==> src/design/stl_pkg.sv <==
`default_nettype none
package stl_pkg;

  localparam int MaxLine = 1024;
  localparam int KeywordChars = 7;
  localparam int NumKeywords = 18;
  localparam logic [9:0] LenMax = 10'd1023;
  localparam logic [9:0] ColMax = (MaxLine - 1 < 1023) ? 10'(MaxLine - 1) : 10'd1023;

  localparam logic [5:0] KSym0   = 6'd18;
  localparam logic [5:0] KIdent  = 6'd46;
  localparam logic [5:0] KInt    = 6'd47;
  localparam logic [5:0] KFloat  = 6'd48;
  localparam logic [5:0] KString = 6'd49;
  localparam logic [5:0] KSchar  = 6'd50;
  localparam logic [5:0] KEnd    = 6'd51;
  localparam logic [5:0] KError  = 6'd52;

  localparam logic [2:0] ErrNone      = 3'd0;
  localparam logic [2:0] ErrEscape    = 3'd1;
  localparam logic [2:0] ErrPoint     = 3'd2;
  localparam logic [2:0] ErrUnknown   = 3'd3;
  localparam logic [2:0] ErrUntermin  = 3'd4;

  localparam logic [5:0] NoSym = 6'd63;

  typedef enum logic [2:0] {
    M_IDLE, M_IDENT, M_NUMBER, M_PEND, M_STRING, M_ESCAPE, M_SKIP
  } lex_mode_t;

  typedef struct packed {
    logic [7:0] in_byte;
    logic       end_of_input;
  } in_item_t;

  typedef struct packed {
    logic [5:0]  token_kind;
    logic [9:0]  start_column;
    logic [9:0]  token_length;
    logic [63:0] int_value;
    logic [63:0] fraction_value;
    logic [9:0]  fraction_digits;
    logic [7:0]  char_value;
    logic [2:0]  error_code;
    logic        is_last;
  } out_item_t;

  function automatic logic [5:0] single_symbol(input logic [7:0] c);
    logic [5:0] k;
    k = NoSym;
    case (c)
      8'h28: k = KSym0 + 6'd6;
      8'h29: k = KSym0 + 6'd7;
      8'h5B: k = KSym0 + 6'd8;
      8'h5D: k = KSym0 + 6'd9;
      8'h7B: k = KSym0 + 6'd10;
      8'h7D: k = KSym0 + 6'd11;
      8'h2C: k = KSym0 + 6'd12;
      8'h3A: k = KSym0 + 6'd13;
      8'h3B: k = KSym0 + 6'd14;
      8'h2E: k = KSym0 + 6'd15;
      8'h3D: k = KSym0 + 6'd16;
      8'h2B: k = KSym0 + 6'd17;
      8'h2D: k = KSym0 + 6'd18;
      8'h2A: k = KSym0 + 6'd19;
      8'h2F: k = KSym0 + 6'd20;
      8'h25: k = KSym0 + 6'd21;
      8'h26: k = KSym0 + 6'd22;
      8'h7C: k = KSym0 + 6'd23;
      8'h5E: k = KSym0 + 6'd24;
      8'h21: k = KSym0 + 6'd25;
      8'h3C: k = KSym0 + 6'd26;
      8'h3E: k = KSym0 + 6'd27;
      default: k = NoSym;
    endcase
    return k;
  endfunction

  function automatic logic [5:0] pair_symbol(input logic [7:0] a, input logic [7:0] b);
    logic [5:0] k;
    k = NoSym;
    if (a == 8'h26 && b == 8'h26) k = KSym0;
    else if (a == 8'h7C && b == 8'h7C) k = KSym0 + 6'd1;
    else if (a == 8'h3C && b == 8'h3D) k = KSym0 + 6'd2;
    else if (a == 8'h3E && b == 8'h3D) k = KSym0 + 6'd3;
    else if (a == 8'h3D && b == 8'h3D) k = KSym0 + 6'd4;
    else if (a == 8'h21 && b == 8'h3D) k = KSym0 + 6'd5;
    return k;
  endfunction

  function automatic logic is_alpha(input logic [7:0] c);
    return (c >= 8'h41 && c <= 8'h5A) || (c >= 8'h61 && c <= 8'h7A) || c == 8'h5F;
  endfunction

  function automatic logic is_digit(input logic [7:0] c);
    return c >= 8'h30 && c <= 8'h39;
  endfunction

  function automatic logic starts_pair(input logic [7:0] c);
    return c == 8'h26 || c == 8'h7C || c == 8'h3C || c == 8'h3E || c == 8'h3D || c == 8'h21;
  endfunction

  function automatic logic [5:0] keyword_kind(input logic [55:0] w, input logic [9:0] n);
    logic [5:0] k;
    k = KIdent;
    case (n)
      10'd2: begin
        if (w[15:0] == "if") k = 6'd0;
        else if (w[15:0] == "in") k = 6'd6;
      end
      10'd3: begin
        if (w[23:0] == "for") k = 6'd5;
        else if (w[23:0] == "int") k = 6'd10;
        else if (w[23:0] == "any") k = 6'd16;
        else if (w[23:0] == "nil") k = 6'd17;
      end
      10'd4: begin
        if (w[31:0] == "elif") k = 6'd1;
        else if (w[31:0] == "else") k = 6'd2;
        else if (w[31:0] == "func") k = 6'd9;
        else if (w[31:0] == "bool") k = 6'd13;
        else if (w[31:0] == "list") k = 6'd14;
        else if (w[31:0] == "dict") k = 6'd15;
      end
      10'd5: begin
        if (w[39:0] == "while") k = 6'd3;
        else if (w[39:0] == "float") k = 6'd11;
      end
      10'd6: begin
        if (w[47:0] == "return") k = 6'd7;
        else if (w[47:0] == "istype") k = 6'd8;
        else if (w[47:0] == "string") k = 6'd12;
      end
      10'd7: begin
        if (w[55:0] == "foreach") k = 6'd4;
      end
      default: k = KIdent;
    endcase
    return k;
  endfunction

  function automatic logic [9:0] sat_inc(input logic [9:0] v);
    return (v < LenMax) ? v + 10'd1 : v;
  endfunction

endpackage
`default_nettype wire

==> src/design/source_token_lexer.sv <==
// source_token_lexer: streaming tokenizer, one source byte per input beat.
// Input channel in_valid/in_ready carries in_data (byte, end_of_input flag).
// Output channel out_valid/out_ready carries out_data, one token per beat.
// Each input beat yields zero, one or two tokens; is_last marks the final
// token of a beat. Tokens are registered in the result buffer before output.
// Throughput is one byte per cycle while out_ready stays high; a byte that yields
// two tokens holds the input while the second token drains from the
// two-entry result buffer, which is the only limit on rate.
// Reset clears the lexer state and the column and empties the result buffer.
// When the receiver stalls, tokens stay in the buffer and in_ready drops
// once the buffer cannot hold the results of another byte; nothing is lost.
`default_nettype none
module source_token_lexer import stl_pkg::*; (
  input  wire logic      clk,
  input  wire logic      rst,
  input  wire logic      in_valid,
  output logic           in_ready,
  input  wire in_item_t  in_data,
  output logic           out_valid,
  input  wire logic      out_ready,
  output out_item_t      out_data
);

  lex_mode_t   lex_mode, lex_mode_next;
  logic [9:0]  column_count, column_count_next;
  logic [9:0]  token_start, token_start_next;
  logic [9:0]  token_count, token_count_next;
  logic [55:0] keyword_window, keyword_window_next;
  logic [63:0] integer_accum, integer_accum_next;
  logic [63:0] fraction_accum, fraction_accum_next;
  logic [9:0]  fraction_count, fraction_count_next;
  logic        seen_point, seen_point_next;
  logic        quote_is_double, quote_is_double_next;
  logic [7:0]  pending_symbol, pending_symbol_next;

  out_item_t   slot [2];
  logic [1:0]  fill;
  out_item_t   res [2];
  logic [1:0]  nres;

  logic        take, give;
  logic [7:0]  c;

  assign c = in_data.in_byte;
  assign take = in_valid && in_ready;
  assign out_valid = fill != 2'd0;
  assign give = out_valid && out_ready;
  assign out_data = slot[0];
  assign in_ready = (fill == 2'd0) || (fill == 2'd1 && out_ready);

  function automatic out_item_t mk(input logic [5:0] k, input logic [9:0] s,
                                   input logic [9:0] l, input logic [63:0] iv,
                                   input logic [63:0] fv, input logic [9:0] fd,
                                   input logic [7:0] ch, input logic [2:0] e);
    out_item_t r;
    r.token_kind = k;
    r.start_column = s;
    r.token_length = l;
    r.int_value = iv;
    r.fraction_value = fv;
    r.fraction_digits = fd;
    r.char_value = ch;
    r.error_code = e;
    r.is_last = 1'b0;
    return r;
  endfunction

  always_comb begin
    logic [5:0]  k;
    logic [9:0]  elen;
    logic [63:0] ten_int, ten_frac;
    logic        restart;
    lex_mode_next = lex_mode;
    column_count_next = column_count;
    token_start_next = token_start;
    token_count_next = token_count;
    keyword_window_next = keyword_window;
    integer_accum_next = integer_accum;
    fraction_accum_next = fraction_accum;
    fraction_count_next = fraction_count;
    seen_point_next = seen_point;
    quote_is_double_next = quote_is_double;
    pending_symbol_next = pending_symbol;
    res[0] = '0;
    res[1] = '0;
    nres = 2'd0;
    restart = 1'b0;
    k = '0;
    elen = (column_count >= token_start) ? column_count - token_start : 10'd0;
    ten_int = (integer_accum << 3) + (integer_accum << 1) + 64'(c - 8'h30);
    ten_frac = (fraction_accum << 3) + (fraction_accum << 1) + 64'(c - 8'h30);

    if (in_data.end_of_input || c == 8'h0A) begin
      case (lex_mode)
        M_IDENT: begin
          res[0] = mk(keyword_kind(keyword_window, token_count), token_start,
                      token_count, '0, '0, '0, '0, ErrNone);
          nres = 2'd1;
        end
        M_NUMBER: begin
          res[0] = seen_point ?
            mk(KFloat, token_start, token_count, integer_accum, fraction_accum,
               fraction_count, '0, ErrNone) :
            mk(KInt, token_start, token_count, integer_accum, '0, '0, '0, ErrNone);
          nres = 2'd1;
        end
        M_PEND: begin
          k = single_symbol(pending_symbol);
          res[0] = (k == NoSym) ?
            mk(KError, token_start, 10'd1, '0, '0, '0, '0, ErrUnknown) :
            mk(k, token_start, 10'd1, '0, '0, '0, '0, ErrNone);
          nres = 2'd1;
        end
        M_STRING: begin
          res[0] = mk(KError, token_start, elen, '0, '0, '0, '0, ErrUntermin);
          nres = 2'd1;
        end
        M_ESCAPE: begin
          res[0] = mk(KError, token_start, elen, '0, '0, '0, '0, ErrEscape);
          nres = 2'd1;
        end
        default: nres = 2'd0;
      endcase
      lex_mode_next = M_IDLE;
      if (in_data.end_of_input) begin
        res[nres[0]] = mk(KEnd, column_count, '0, '0, '0, '0, '0, ErrNone);
        nres = nres + 2'd1;
      end else begin
        column_count_next = '0;
      end
    end else begin
      if (column_count < ColMax) column_count_next = column_count + 10'd1;
      case (lex_mode)
        M_IDENT: begin
          if (is_alpha(c) || is_digit(c)) begin
            token_count_next = sat_inc(token_count);
            keyword_window_next = {keyword_window[47:0], c};
          end else begin
            res[0] = mk(keyword_kind(keyword_window, token_count), token_start,
                        token_count, '0, '0, '0, '0, ErrNone);
            nres = 2'd1;
            restart = 1'b1;
          end
        end
        M_NUMBER: begin
          if (is_digit(c)) begin
            if (seen_point) begin
              fraction_accum_next = ten_frac;
              fraction_count_next = sat_inc(fraction_count);
            end else begin
              integer_accum_next = ten_int;
            end
            token_count_next = sat_inc(token_count);
          end else if (c == 8'h2E) begin
            if (!seen_point) begin
              seen_point_next = 1'b1;
              token_count_next = sat_inc(token_count);
            end else begin
              res[0] = mk(KError, token_start, (elen == LenMax) ? LenMax : elen + 10'd1,
                          '0, '0, '0, '0, ErrPoint);
              nres = 2'd1;
              lex_mode_next = M_SKIP;
            end
          end else begin
            res[0] = seen_point ?
              mk(KFloat, token_start, token_count, integer_accum, fraction_accum,
                 fraction_count, '0, ErrNone) :
              mk(KInt, token_start, token_count, integer_accum, '0, '0, '0, ErrNone);
            nres = 2'd1;
            restart = 1'b1;
          end
        end
        M_PEND: begin
          k = pair_symbol(pending_symbol, c);
          lex_mode_next = M_IDLE;
          if (k != NoSym) begin
            res[0] = mk(k, token_start, 10'd2, '0, '0, '0, '0, ErrNone);
            nres = 2'd1;
          end else begin
            k = single_symbol(pending_symbol);
            res[0] = (k == NoSym) ?
              mk(KError, token_start, 10'd1, '0, '0, '0, '0, ErrUnknown) :
              mk(k, token_start, 10'd1, '0, '0, '0, '0, ErrNone);
            nres = 2'd1;
            restart = 1'b1;
          end
        end
        M_STRING: begin
          if (c == (quote_is_double ? 8'h22 : 8'h27)) begin
            res[0] = mk(KString, token_start, token_count, '0, '0, '0, '0, ErrNone);
            nres = 2'd1;
            lex_mode_next = M_IDLE;
          end else if (c == 8'h5C) begin
            lex_mode_next = M_ESCAPE;
          end else begin
            res[0] = mk(KSchar, token_start, '0, '0, '0, '0, c, ErrNone);
            nres = 2'd1;
            token_count_next = sat_inc(token_count);
          end
        end
        M_ESCAPE: begin
          lex_mode_next = M_STRING;
          token_count_next = sat_inc(token_count);
          nres = 2'd1;
          case (c)
            8'h6E: res[0] = mk(KSchar, token_start, '0, '0, '0, '0, 8'h0A, ErrNone);
            8'h74: res[0] = mk(KSchar, token_start, '0, '0, '0, '0, 8'h09, ErrNone);
            8'h5C, 8'h22, 8'h27:
              res[0] = mk(KSchar, token_start, '0, '0, '0, '0, c, ErrNone);
            8'h30: res[0] = mk(KSchar, token_start, '0, '0, '0, '0, 8'h00, ErrNone);
            default: begin
              res[0] = mk(KError, token_start, (elen == LenMax) ? LenMax : elen + 10'd1,
                          '0, '0, '0, '0, ErrEscape);
              lex_mode_next = M_SKIP;
              token_count_next = token_count;
            end
          endcase
        end
        M_SKIP: lex_mode_next = M_SKIP;
        default: restart = 1'b1;
      endcase

      if (restart) begin
        lex_mode_next = M_IDLE;
        token_start_next = column_count;
        if (c == 8'h20 || c == 8'h09) begin
          lex_mode_next = M_IDLE;
        end else if (is_alpha(c)) begin
          lex_mode_next = M_IDENT;
          token_count_next = 10'd1;
          keyword_window_next = {48'd0, c};
        end else if (is_digit(c)) begin
          lex_mode_next = M_NUMBER;
          token_count_next = 10'd1;
          integer_accum_next = 64'(c - 8'h30);
          fraction_accum_next = '0;
          fraction_count_next = '0;
          seen_point_next = 1'b0;
        end else if (c == 8'h22 || c == 8'h27) begin
          lex_mode_next = M_STRING;
          quote_is_double_next = c == 8'h22;
          token_count_next = '0;
        end else if (c == 8'h23) begin
          lex_mode_next = M_SKIP;
        end else if (starts_pair(c)) begin
          lex_mode_next = M_PEND;
          pending_symbol_next = c;
        end else begin
          k = single_symbol(c);
          if (k != NoSym) begin
            res[nres[0]] = mk(k, column_count, 10'd1, '0, '0, '0, '0, ErrNone);
          end else begin
            res[nres[0]] = mk(KError, column_count, 10'd1, '0, '0, '0, '0, ErrUnknown);
            lex_mode_next = M_SKIP;
          end
          nres = nres + 2'd1;
        end
      end
    end
    if (nres == 2'd1) res[0].is_last = 1'b1;
    if (nres == 2'd2) res[1].is_last = 1'b1;
  end

  always_ff @(posedge clk) begin
    if (rst) begin
      lex_mode <= M_IDLE;
      column_count <= '0;
      token_start <= '0;
      token_count <= '0;
      keyword_window <= '0;
      integer_accum <= '0;
      fraction_accum <= '0;
      fraction_count <= '0;
      seen_point <= 1'b0;
      quote_is_double <= 1'b0;
      pending_symbol <= '0;
    end else if (take) begin
      lex_mode <= lex_mode_next;
      column_count <= column_count_next;
      token_start <= token_start_next;
      token_count <= token_count_next;
      keyword_window <= keyword_window_next;
      integer_accum <= integer_accum_next;
      fraction_accum <= fraction_accum_next;
      fraction_count <= fraction_count_next;
      seen_point <= seen_point_next;
      quote_is_double <= quote_is_double_next;
      pending_symbol <= pending_symbol_next;
    end
  end

  always_ff @(posedge clk) begin
    logic [1:0] base;
    base = fill - {1'b0, give};
    if (rst) begin
      fill <= '0;
    end else begin
      if (give) slot[0] <= slot[1];
      if (take && nres != 2'd0) begin
        if (base == 2'd0) begin
          slot[0] <= res[0];
          slot[1] <= res[1];
        end else begin
          slot[1] <= res[0];
        end
      end
      fill <= base + (take ? nres : 2'd0);
    end
  end

  a_fill_bound: assert property (@(posedge clk) disable iff (rst) fill <= 2'd2)
    else $error("result buffer overfilled");
  a_no_take_full: assert property (@(posedge clk) disable iff (rst)
    (fill == 2'd2) |-> !in_ready)
    else $error("input taken with full buffer");
  a_skip_silent: assert property (@(posedge clk) disable iff (rst)
    (take && lex_mode == M_SKIP && !in_data.end_of_input) |=> (fill <= $past(fill)))
    else $error("skipped byte produced a token");

endmodule
`default_nettype wire

==> config.mk <==
export PLATFORM = sky130hd
export DESIGN_NAME = source_token_lexer
export DESIGN_NICKNAME = d
export VERILOG_FILES = /design/src/design/stl_pkg.sv /design/src/design/source_token_lexer.sv
export SDC_FILE = /design/constraint.sdc
export NUM_CORES = 2
export LEC_CHECK = 0
export BUFFER_PORTS_ARGS = -buffer_cell sky130_fd_sc_hd__buf_2
export CAP_MARGIN = 0
export CORE_MARGIN = 2
export CORE_UTILIZATION = 25
export CTS_CLUSTER_SIZE = 30
export DETAILED_ROUTE_END_ITERATION = 8
export REMOVE_ABC_BUFFERS = 1
export SETUP_SLACK_MARGIN = 0.5
export SYNTH_ARGS = -nofsm -noshare
export SYNTH_HDL_FRONTEND = slang
export SYNTH_SLANG_ARGS = --single-unit
==> constraint.sdc <==
create_clock -name clk -period 10.5 [get_ports clk]
set_input_delay 0.525 -clock clk [delete_from_list [all_inputs] [get_ports clk]]
set_output_delay 0.525 -clock clk [all_outputs]
set_load 0.02 [all_outputs]
======== Word-level counts from Yosys, hierarchy flattened ========
Memory sizes are Yosys's and may differ from the RTL's.
Cells that the tools add are included.
word-level totals
  memories ................................ 1
  bits in registers ....................... 239
  input bits .............................. 13
  logic and storage cells ................. 379
  bits in writable memories ............... 352
  output and inout port bits .............. 178
memory list
  name  words  bits a word  rd ports  clocked after memory_dff  wr ports  RTL line                  source
  slot  2      176          2         0                         2         source_token_lexer.sv:36  out_item_t slot [2];
operators by class
  multiplexer cells ....................... 185
  magnitude comparators ................... 14
  bitwise gates (word level) .............. 10
  $add $sub $neg .......................... 14
  reductions and logical operators ........ 44
  equality and inequality tests ........... 99
operators with widths
  kind                     count
  $mux W352                10
  $mux W176                15
  $pmux W176 S5            2
  $bwmux W352              3
  $mux W64                 14
  $pmux W173 S4            1
  $demux W176 S1           2
  $eq A8 B6 Y1 const B     37
  $mux W56                 5
  $pmux W6 S22             2
  $mux W10                 26
  $add A64 B64 Y64         4
  $mux W6                  39
  $eq A32 B31 Y1 const B   6
  $mux W175                1
  $eq A48 B47 Y1 const B   3
  $eq A8 B7 Y1 const B     16
  $eq A24 B23 Y1 const B   4
  $eq A40 B39 Y1 const B   2
  $eq A56 B55 Y1 const B   1
  $mux W3                  15
  $add A10 B1 Y10 const B  4
  $eq A10 B3 Y1 const B    4
  $pmux W10 S4             1
  other kinds (51)         149

======== Longest topological paths before layout ========
  word-level depth ........................ 31
  depth in mapped cells ................... 20
  gate-level depth less buffers ........... 19

======== Worst setup path after synthesis ========
Ideal clock, no wire load.
  kind .................................... input -> register
  from .................................... input port in_data[7] in the netlist's numbering
  to ...................................... register fraction_accum[61]
  data required time ...................... 10.369 ns
  library setup time ...................... 0.131 ns
  slack ................................... 2.493 ns
  cell stages on the path ................. 19
  buffers on the path ..................... 4
  arrival time ............................ 7.876 ns
  cells stage by stage .................... buf_2 -> buf_1 -> or3_1 -> clkbuf_1 -> inv_1 -> fa_1 -> ha_1 -> clkbuf_1 -> a21o_1 -> a31oi_1 -> nor2b_1 -> or3_1 -> o41ai_1 -> o21ai_1 -> a41oi_1 -> o21ai_1 -> o31ai_1 -> xor2_1 -> o22ai_1
between the ends
  longest elaborated chain between the ends .. 15
  elaborated cells on any way between the ends .. 54
  those cells by class .................... add/sub (2); order compare (6); eq/ne (9); mux (21); bitwise (1); reduce/logical (15)
ends and longest elaborated chain
  what                                                       RTL line                   source
  from (decl)                                                source_token_lexer.sv:18   input wire in_item_t in_data,
  branches (longest 15 deep; another with $add A64 B64 Y64)  n/a
  to (signal assigned)                                       source_token_lexer.sv:284  fraction_accum <= fraction_accum_next;
  to (decl)                                                  source_token_lexer.sv:30   logic [63:0] fraction_accum, fraction_accum_next;
Several ways; the timed one is not identified. The select of a mux whose other input is x is not followed.
A chain may end at the register's enable or synchronous reset.

======== Worst setup path in the final report ========
  from .................................... input port in_data[5] in the netlist's numbering
  to ...................................... register integer_accum[55]
between the ends
  longest elaborated chain between the ends .. 15
  elaborated cells on any way between the ends .. 54
  those cells by class .................... add/sub (2); order compare (6); eq/ne (9); mux (21); bitwise (1); reduce/logical (15)
ends and longest elaborated chain
  what                                                       RTL line                   source
  branches (longest 15 deep; another with $add A64 B64 Y64)  n/a
  to (signal assigned)                                       source_token_lexer.sv:283  integer_accum <= integer_accum_next;
  to (decl)                                                  source_token_lexer.sv:29   logic [63:0] integer_accum, integer_accum_next;
Several ways; the timed one is not identified. The select of a mux whose other input is x is not followed.

==> metrics.csv <==
stage,metric,value,unit
floorplan,Core Footprint,150000,um^2
route,DR vias/cell,5.07,
route,Starting DRT DRC Count,2416,
power_and_ir_drop,clock power share,37.8,%
floorplan,FP Rows,142,
timing,period utilization,59.5,%
final_layout,share of layout cells above drive strength 1,9.48,%
cts,clk slew on worst S/H paths,60,ps
timing,minimum clock period,6250,ps
final_layout,most frequent cells in the layout,"nand2_1, nor2_1, edfxtp_1, a21oi_1, nand3_1",
worst_setup_path,Crit path required time,11030,ps
global_routing,global-route wire length before repair,186,mm
placed_design,Final HPWL DP,84.1,mm
synth,Netlist cell types,103,
global_routing,antenna violations before repair,3,
route,first drt pass iteration count,8,
status,status,"finished, final reports clean",
final_layout,"Area growth, synth to finish",13.9,%
cts,clock buffer depth,3,
power_and_ir_drop,pwr/cell area,160,nW/um^2
placed_design,port bufs,190,
final_layout,Fillers,15800,
worst_setup_path,Setup CP Type,input port to flip-flop,
worst_setup_path,"Max FO, Critical Path",70,
placed_design,RePlAce Congestion,0.908,
global_routing,vias in the first global route,30900,
worst_setup_path,Crit-path slowest cell,buf_4,
power_and_ir_drop,Cell Int Power,4640,uW
route,average wire per standard cell,19.3,um
cts,cts hold-fix bufs,0,
power_and_ir_drop,sequential share of power,41.7,%
timing,max frequency,160,MHz
placed_design,Setup Slack @ Placement,3510,ps
floorplan,full die area,154000,um^2
timing,worst hold slack,303,ps
route,Detailed Route WL,120,mm
timing,Setup-failing EPs final,0,
timing,final hold viol count,0,
synth,cell count after synthesis,4138,
power_and_ir_drop,Logic pwr share,20.5,%
synth,asr flop ratio synth,0,%
synth,Ys Warns,0,
final_layout,fin nets,4466,
worst_setup_path,worst path cell trace,buf_2 > ha_1 > or3_1 > inv_6 > buf_4 > fa_1 > ha_1 > a21oi_1 > o211ai_1 > o32a_1 > a41o_1 > a21oi_1 > o211ai_1 > a31oi_1 > o21ai_0 > xor2_1 > a221oi_1 > nor2_1,
timing,Slew Limit Fails,0,
synth,Synth Register Bits,591,
timing,Slew @ Worst Pin,1340,ps
route,Detail Route Antenna Nets,0,
route,DRC errors left,0,
cts,Clock Sinks,591,
cts,CTS resizes,0,
worst_setup_path,crit path DAT,6780,ps
synth,Mean Syn Cell Area,9.11,um^2
floorplan,width of the die,392,um
worst_hold_path,Hold/Removal Path Class,input port to flip-flop,
final_layout,fin cells,6251,
route,total number of vias,31700,
worst_setup_path,Critical Path Sink Type,flip-flop,
power_and_ir_drop,switching share of power,32.6,%
power_and_ir_drop,switching power,2240,uW
power_and_ir_drop,Leak,0.0173,uW
cts,setup repair bufs after CTS,0,
flow_run,Max-Cap Viols,0,
global_routing,Tot GR Track Use,15.3,%
cts,CTS tree,built,
floorplan,Die H,392,um
placed_design,dpl cells,6118,
floorplan,Top-Level Pins,191,
cts,worst skew pair latency,700,ps
power_and_ir_drop,Max rail drop VDD,0.128,mV
timing,Setup Skew,39.9,ps
timing,Max-Slew Margin vs Limit,10.7,%
global_routing,largest net degree at the start of global routing,152,
cts,TritonCTS Buffers,70,
timing,final worst setup slack,4250,ps
worst_setup_path,Startpoint Class,input port,
timing,RSZ-0062 raised after global routing,no,
worst_setup_path,Worst path max stage delay,740,ps
floorplan,Initial Util,25.2,%
cts,Root Driver,clkbuf_16,
final_layout,"commonest non-fill, non-tap cell in the layout",nand2_1,
synth,"EDFF count, synth",352,
global_routing,grt ovf,0,
synth,post-synthesis sequential area ratio,40.7,%
synth,Mapped Area,37700,um^2
synth,Most used DFF post-synth,edfxtp_1,
cts,# H-tree levels,3,
## power by group through the flow
stage               Clock (uW)  Sequential (uW)  Combinational, uW
floorplan                    0             3140                648
global placement             0             2920               1420
detailed placement           0             2920               1430
CTS                       2680             2870               1430
global route              2760             2890               1540
finish                    2600             2870               1410
## final cells by class
class	instances	area, um^2	area share (%)
multi-input cells	3180	21000	48.8
clock buffers	87	1920	4.47
clock inverters	43	518	1.21
flip-flops and latches	591	15400	35.8
diodes	3	7.51	0.0175
well taps	2016	2520	5.87
repair buffers	223	1240	2.89
inverters	108	418	0.973
## state kept, by name, summed over array words and instances, names as in the netlist, 2 cells and up
name	cells
fill	2
pending_symbol	8
token_count	10
lex_mode	3
keyword_window	56
integer_accum	64
token_start	10
slot	352
fraction_count	10
column_count	10
fraction_accum	64
## per-stage QoR
step / cell area [um^2] / power, uW / utilization (%) / setup TNS [ps]
after global placement: 40500 / 4340 / 27.0 / 0
after detailed placement: 40500 / 4350 / 27.0 / 0
final: 42900 / 6870 / 28.7 / 0
after floorplan: 36600 / 3790 / - / -415750
after global routing: 42900 / 7190 / 28.7 / 0
after CTS: 42900 / 6990 / 28.7 / 0
## cell usage after synthesis, types with 13 or more instances
cell      count  area (um^2)
o21ai_1      65          325
ha_1        156         1950
fa_1        123         2460
inv_1       107          402
a31oi_1      37          231
and3_1      173         1080
nand3b_1     16          120
o21ai_0     166          831
dfxtp_1     239         4780
xor2_1       65          569
a211oi_1     21          158
a21oi_1     256         1280
nand4b_1     14          123
o22ai_1      13         81.3
edfxtp_1    352        10600
clkbuf_1    183          687
mux2i_1      15          150
nor3_1       57          285
a22oi_1      97          728
a21o_1       88          661
and2_1       25          156
o31ai_1      17          128
nand3_1     247         1240
nand2b_1     33          206
nor2_1      361         1360
buf_2        63          315
nor4_1       19          119
o211ai_1     30          225
o21a_1       22          165
xnor2_1      79          692
o21bai_1     24          180
or3_1        27          169
a221oi_1     48          420
nand2_1     567         2130
nor2b_1      39          244
nand4_1      50          313
## routing by layer
layer,up-vias,global-route usage [%],wire [um]
met1,15500,20.9,55300
met2,852,24.2,54600
li1,15200,-,-
met5,-,0,0
met3,167,2.53,6800
met4,0,5.85,3670
## path summary, 6_finish.rpt
check,end,depth (start not counted),slack (ps),start
min,pending_symbol[5],3,300,in_data[6]
max reg2reg,slot[0][36],12,4810,lex_mode[2]
min reg2reg,keyword_window[55],2,490,keyword_window[55]
max,integer_accum[55],18,4250,in_data[5]
## cells by family after synthesis
family	Yosys count	share of synthesized area, %
buffers and inverters	367	3.88
adders and majority gates	280	11.7
DFF	591	40.7
and+or+nand+nor	1720	22.2
muxes	22	0.607
xor gates and xnor gates	144	3.35
AOI/OAI and AO/OA	1014	17.5
## worst max-delay path, delay by kind of cell
family	cells	cell delay, ps
buffers and inverters	3	1550
xor gates and xnor gates	1	170
AOI/OAI and AO/OA	9	2630
adders and majority gates	3	1320
and+or+nand+nor	2	570
No activity file was read; power rests on OpenSTA's default activity.
